`src/hw/rtl/kvc_pkg.sv`:
```
`default_nettype none
// ----------------------------------------------------------------------------
// kvc_pkg
// Shared types, constants and helpers of the bucketed key-value cache.
// ----------------------------------------------------------------------------
package kvc_pkg;

   localparam int unsigned NumBucketsDefault = 256;
   localparam int unsigned WaysDefault       = 4;
   localparam int unsigned ValueBytesDefault = 8;

   localparam logic [63:0] FnvBasis = 64'hcbf29ce484222325;
   localparam logic [63:0] FnvPrime = 64'h00000100000001b3;
   localparam logic [63:0] KeyOnes  = 64'hffffffffffffffff;

   typedef enum logic [1:0] {
      OP_LOOKUP = 2'd0,
      OP_INSERT = 2'd1,
      OP_STALE  = 2'd2,
      OP_EVICT  = 2'd3
   } op_type;

   typedef enum logic [1:0] {
      ST_DONE     = 2'd0,
      ST_REJECT   = 2'd1,
      ST_NOTFOUND = 2'd2
   } status_type;

   typedef enum logic [2:0] {
      S_IDLE,
      S_CLEAR,
      S_HASH,
      S_READ,
      S_DECIDE,
      S_OUT
   } state_type;

   // Controller to datapath
   typedef struct packed {
      logic clear_step;  // write reset contents at the clear pointer
      logic load;        // capture request
      logic hash_step;   // one FNV byte round
      logic read;        // issue memory read of bucket
      logic decide;      // evaluate and write back
   } cmd_type;

   // Datapath to controller
   typedef struct packed {
      logic clear_done;
      logic hash_done;
   } sts_type;

   // Mask of the low n bytes of a 64-bit word.
   function automatic logic [63:0] byte_mask(input logic [3:0] n);
      logic [63:0] m;
      m = '0;
      for (int i = 0; i < 8; i++) begin
         if (n > 4'(i)) m[8*i +: 8] = 8'hff;
      end
      return m;
   endfunction

endpackage

`default_nettype wire

```
`src/hw/rtl/kvc_ctrl.sv`:
```
`default_nettype none
// ----------------------------------------------------------------------------
// kvc_ctrl
// Sequencer: clear pass after reset, then hash, read, decide, respond.
// ----------------------------------------------------------------------------
module kvc_ctrl (
   input  wire                    clock,
   input  wire                    reset,
   input  wire                    req_valid,
   output logic                   req_ready,
   output logic                   rsp_valid,
   input  wire                    rsp_ready,
   input  wire kvc_pkg::sts_type  sts,
   output kvc_pkg::cmd_type       cmd
);
   kvc_pkg::state_type state_ff, state_in;

   always_ff @(posedge clock) begin
      if (reset) state_ff <= kvc_pkg::S_CLEAR;
      else       state_ff <= state_in;
   end

   // Next state and commands
   always_comb begin
      state_in  = state_ff;
      cmd       = '0;
      req_ready = 1'b0;
      rsp_valid = 1'b0;
      unique case (state_ff)
         kvc_pkg::S_CLEAR: begin
            cmd.clear_step = 1'b1;
            if (sts.clear_done) state_in = kvc_pkg::S_IDLE;
         end
         kvc_pkg::S_IDLE: begin
            req_ready = 1'b1;
            if (req_valid) begin
               cmd.load = 1'b1;
               state_in = kvc_pkg::S_HASH;
            end
         end
         kvc_pkg::S_HASH: begin
            cmd.hash_step = 1'b1;
            if (sts.hash_done) state_in = kvc_pkg::S_READ;
         end
         kvc_pkg::S_READ: begin
            cmd.read = 1'b1;
            state_in = kvc_pkg::S_DECIDE;
         end
         kvc_pkg::S_DECIDE: begin
            cmd.decide = 1'b1;
            state_in = kvc_pkg::S_OUT;
         end
         kvc_pkg::S_OUT: begin
            rsp_valid = 1'b1;
            if (rsp_ready) state_in = kvc_pkg::S_IDLE;
         end
         default: state_in = kvc_pkg::S_IDLE;
      endcase
   end
endmodule

`default_nettype wire

```
`config.mk`:
```
export PLATFORM = sky130hd
export DESIGN_NAME = kvc_ctrl
export DESIGN_NICKNAME = d
export VERILOG_FILES = /design/src/hw/rtl/kvc_pkg.sv /design/src/hw/rtl/kvc_ctrl.sv
export SDC_FILE = /design/constraint.sdc
export NUM_CORES = 1
export LEC_CHECK = 0
export BUFFER_PORTS_ARGS = -buffer_cell sky130_fd_sc_hd__buf_4
export CORE_AREA = 10 10 47 49
export CTS_BUF_LIST = sky130_fd_sc_hd__clkbuf_2 sky130_fd_sc_hd__clkbuf_4 sky130_fd_sc_hd__clkbuf_8
export CTS_CLUSTER_SIZE = 16
export DETAILED_ROUTE_END_ITERATION = 6
export DIE_AREA = 0 0 57 59
export GPL_TIMING_DRIVEN = 0
export SLEW_MARGIN = 30
export SYNTH_ARGS = -nofsm -noshare
export SYNTH_HDL_FRONTEND = slang
export SYNTH_SLANG_ARGS = --single-unit
export TNS_END_PERCENT = 100
```
`constraint.sdc`:
```
create_clock -name clock -period 1 [get_ports clock]
set_input_delay 0.25 -clock clock [delete_from_list [all_inputs] [get_ports clock]]
set_output_delay 0.25 -clock clock [all_outputs]
set_load 0.05 [all_outputs]
```
# After elaboration in Yosys (flattened, before gate mapping)
# Index checks and enable logic that the tools add are counted.
totals:
  word_cells: 25
  output_inout_bits: 7
  input_bits: 6
  reg_bits: 3
op_classes:
  n_mux: 13
  n_eq_ne: 9
  n_reduce_logical: 2
ops:
  columns: ["op", "count"]
  rows:
  - ["$pmux W3 S6", 1]
  - ["$mux W3", 4]
  - ["$mux W1", 8]
  - ["$ne A2 B2 Y1 const B", 4]
  - ["$eq A3 B2 Y1 const B", 2]
  - ["$eq A3 B3 Y1 const B", 2]
  - ["$reduce_and A4 Y1", 1]
  - ["$eq A3 B1 Y1 const B", 1]
  - ["$logic_not A3 Y1", 1]

# Logic depth before layout (Yosys ltp)
depth:
  depth_word: 3
  ltp_mapped: 3
  depth_no_buf: 3

# Least setup slack after synthesis
# Ideal clock, no wire load.
synth_timing:
  path_type: "reg2out"
  start: "reg state_ff[2]"
  end: "out cmd[3] in the netlist's numbering"
  slack_ps: -1296
  t_required_ps: 750
  path_stages_with_launch: 3
  arrival_time_ps: 2046
  n_path_buf: 0
  path_cell_list: "dfxtp_1 > nor3_1 > and2_1"
synth_rtl:
  columns: ["item", "line_no", "text"]
  rows:
  - ["start: declaration", "kvc_ctrl.sv:16", "kvc_pkg::state_type state_ff, state_in;"]
  - ["start signal: assignment", "kvc_ctrl.sv:19", "if (reset) state_ff <= kvc_pkg::S_CLEAR;"]
  - ["start signal: assignment", "kvc_ctrl.sv:20", "else state_ff <= state_in;"]
  - ["end: declaration", "kvc_ctrl.sv:14", "output kvc_pkg::cmd_type cmd"]

==> run summary <==
The run gives 1.13 ns as the worst path arrival time. The later pin in the worst-skew pair is clocked with a latency of 0.23 ns. At the end of the flow, the number of nets in the layout was 47. The tools report the total standard cell area after synthesis as 171 sq um.

The most frequent cell after synthesis is dfxtp_1. Detailed routing placed a total of 92 um of wire on met3. STA classifies the critical path endpoint as an output pin. In the final routed layout, each cell accounts on average for 11.4 um.

The final max-slew violation count is 0. From left edge to right edge, the die measures 57 um. Setup repair after global routing could not meet its margin everywhere. 13 I/O pins were placed. At the worst endpoint, the required time is 0.75 ns. Grouping stages by cell kind, the critical path spends the most delay in simple AND/OR/NAND/NOR gates.

TritonCTS built the clock tree. The share of Yosys cell area claimed by the top area cell type came out at 0.350. In the post-synthesis netlist, the biggest area contributors are dfxtp_1 (35%), nor3b_2 (15%), a21oi_1 (5.8%). The net count after synthesis is 26, and the final worst clock skew is 0.000265 ns. For this design the ratio of total power to cell area is 1350 nW/um^2. Of all nets on the critical path, the largest fanout is 4. The critical path is of the flip-flop to output pin type.

The vertical die dimension works out to 59 um. The total length of routed wires was 638 um; the synthesis-to-layout area growth was 150%. Static timing analysis puts the maximum clock frequency at 0.727 GHz. The largest registers in the layout are state_ff: 3 flops. The library cell occupying the most area in the post-synthesis netlist was dfxtp_1. After synthesis, the most frequently instantiated cells are dfxtp_1 (3), a21oi_1 (2), nand2_1 (2), nor2_1 (2), nor3b_2 (2). The total routing resource utilization after global routing was 0.0412; the distinct cell type count after synthesis was 14. The final route contains 217 vias. In this run the static leakage power is 0.196 nW. The residual overflow from global routing was 0; the share of the cycle needed by the critical path after routing was 1.38. The worst slew margin relative to its limit was 0.859; the mean instance size in the synthesized netlist was 8.57 sq um.

For the number of levels in the clock H-tree, the log shows 1. The tools report the site row count as 14. The cell with the largest stage delay on the worst path is dfxtp_4. The detailed router used layers up to and including met3.

The reg-to-reg critical path startpoint was state_ff[1]$_SDFFE_PP0P_. The share of synthesized registers carrying an async set or reset is 0, and the number of antenna violations at the first check in global routing is 0. For the pin count of the biggest net entering global routing, the log shows 9.

In this run the deepest clock path goes through 2 buffers. The tools report the area of all sequential standard cells as 71.3 sq um. The first TritonRoute pass finished after 2 iterations. The number of synthesized flops with an enable pin is 0, and the fraction of layout instances using a drive strength above 1 is 0.825. Sum of buffers and inverters on the critical path: 1.

The type of origin of the critical path was a flip-flop. The top register by number of flip-flops is state_ff. After filler insertion, the fill cell instance count of the layout stands at 156. The tools report the number of nets still failing antenna checks after routing as 0. After clock tree synthesis, the clock-pin slew on the worst setup and hold paths is 0.04 ns. The run gives 146 sq um as the combined area of the multi-input logic cells. Walking the worst path, the cells encountered are and2b_2 -> and2b_4 -> buf_6.

The most critical setup path has its startpoint at state_ff[1]$_SDFFE_PP0P_. The number of hold buffers added after CTS was 0. Input and output buffers added on the ports amount to 12. The final core utilization is 0.306, and the max-capacitance violation count is 0. The min-delay analysis places its worst path in the category primary input to flip-flop. The detailed router put a total of 185 um of wire on met1.

The first global-routing pass estimated 1000 um of wire. After floorplanning, the core was sized to cover 1400 sq um. The full die area is 3360 sq um, and the fraction of the yosys area taken by sequential cells is 0.350.

The synthesis-stage register bit count is 3, and the highest ir drop seen on vdd is 0.361 mV. The run gives 0.122 as the initial core utilization. For the number of endpoints with negative hold slack in the final report, the log shows 0. For this run, the slowest stage of the critical path takes 0.36 ns.

The run finished, with violations left. The count of endpoints failing setup in the final report was 9. The slew at the pin closest to its max-slew limit works out to 0.210 ns. CTS placed an instance of clkbuf_4 at the clock tree root. The tools report the source of the worst hold timing path as reset. The logs give 3 for the CTS sink count and 0.681 for the final estimated routing congestion in global placement. After the first detailed-routing iteration, the DRC count stood at 4. The checks that failed: setup timing.

The shortest clock period the worst path allows after layout was 1.38 ns; the TritonCTS buffer count was 3. The met2 wire length is 361 um, and the gate count after technology mapping is 20. Dividing the detail-routed via count by the number of cells gives 3.88. The most used flip-flop cell after synthesis was dfxtp_1. Final hold analysis gives a worst-case slack of 0.205 ns. The register with the most flip-flops in the layout has 3 of them. For this run, the number of Yosys warnings is 0.

The run gives 245 as the via count of the first global-routing pass. The repair_antennas step left the layout with diodes totalling 0. The slack of the critical path is -0.375 ns. For the post-route DRC violation count, the log shows 0.
==> cell type report <==
class                           count  area share
Tap cell                           16      0.0466
Inverter                            1     0.00875
Clock buffer                        4      0.0700
Timing Repair Buffer               16       0.367
Sequential cell                     3       0.166
Multi-Input combinational cell     16       0.341
==> metal layers <==
layer / up-vias / track usage
li1: 110 / -
met1: 99 / 0.0251
met2: 8 / 0.0682
met3: 0 / 0.0322
met4: 0 / 0.0503
met5: - / 0
==> kinds of logic (layout without fill, tap and decap cells) <==
kind of cell           after synthesis  in the layout  share of synthesized area
AND/OR/NAND/NOR                     13             13                      0.526
AO/OA/AOI/OAI                        3              3                      0.102
flip-flops                           3              3                      0.350
buffers and inverters                1             21                     0.0219
==> metrics by stage <==
stage | worst slack (ns) | power, mW | instance area (sq um) | setup TNS (ns) | cells
after global placement | -0.233 | 0.306 | 324 | -0.790 | 48
after CTS | -0.385 | 0.585 | 418 | -2.57 | 55
after global routing | -0.411 | 0.614 | 429 | -2.89 | 56
final | -0.375 | 0.581 | 429 | -2.56 | 56
after floorplan | -0.437 | 0.256 | 214 | -1.30 | 20
after detailed placement | -0.243 | 0.308 | 324 | -0.864 | 48
==> final timing paths <==
| kind | endpoint | slack [ns] | cells past startpoint |
|---|---|---|---|
| worst max-delay path | cmd[0] | -0.38 | 3 |
| worst min register to register | state_ff[1]$_SDFFE_PP0P_ | 0.51 | 1 |
| worst max register to register | state_ff[2]$_SDFFE_PP0P_ | -0.09 | 5 |
| worst min-delay path | state_ff[2]$_SDFFE_PP0P_ | 0.21 | 2 |
==> repair_timing <==
item	CTS	global route
pin swaps	0	2
cloned	0	0
resized for setup	12	1
setup endpoints to repair	7	9
buffers inserted	3	1
==> power breakdown <==
group	switching [mW]	leakage [nW]	total (mW)	internal, mW
clock network	0.0616	0.0184	0.238	0.176
logic	0.103	0.151	0.198	0.0951
registers	0.0188	0.0264	0.145	0.126
total	0.183	0.196	0.581	0.398
==> layout by cell type (no fill, tap or decap) <==
| cell type | synthesis | layout |
|---|---|---|
| buf_4 | 0 | 9 |
| clkbuf_4 | 0 | 4 |
| buf_6 | 0 | 4 |
| buf_8 | 0 | 3 |
| dfxtp_4 | 0 | 3 |
| nor3b_4 | 0 | 2 |
| and2_4 | 0 | 2 |
| nand2_1 | 2 | 2 |
| a21oi_2 | 0 | 2 |
| nor2_1 | 2 | 2 |
| and3b_2 | 0 | 1 |
| nor3_4 | 0 | 1 |
| and2b_2 | 1 | 1 |
| and2b_4 | 0 | 1 |
| inv_1 | 1 | 1 |
| a22oi_1 | 1 | 1 |
| nor4_1 | 1 | 1 |
Power figures use the tool's default switching activity.
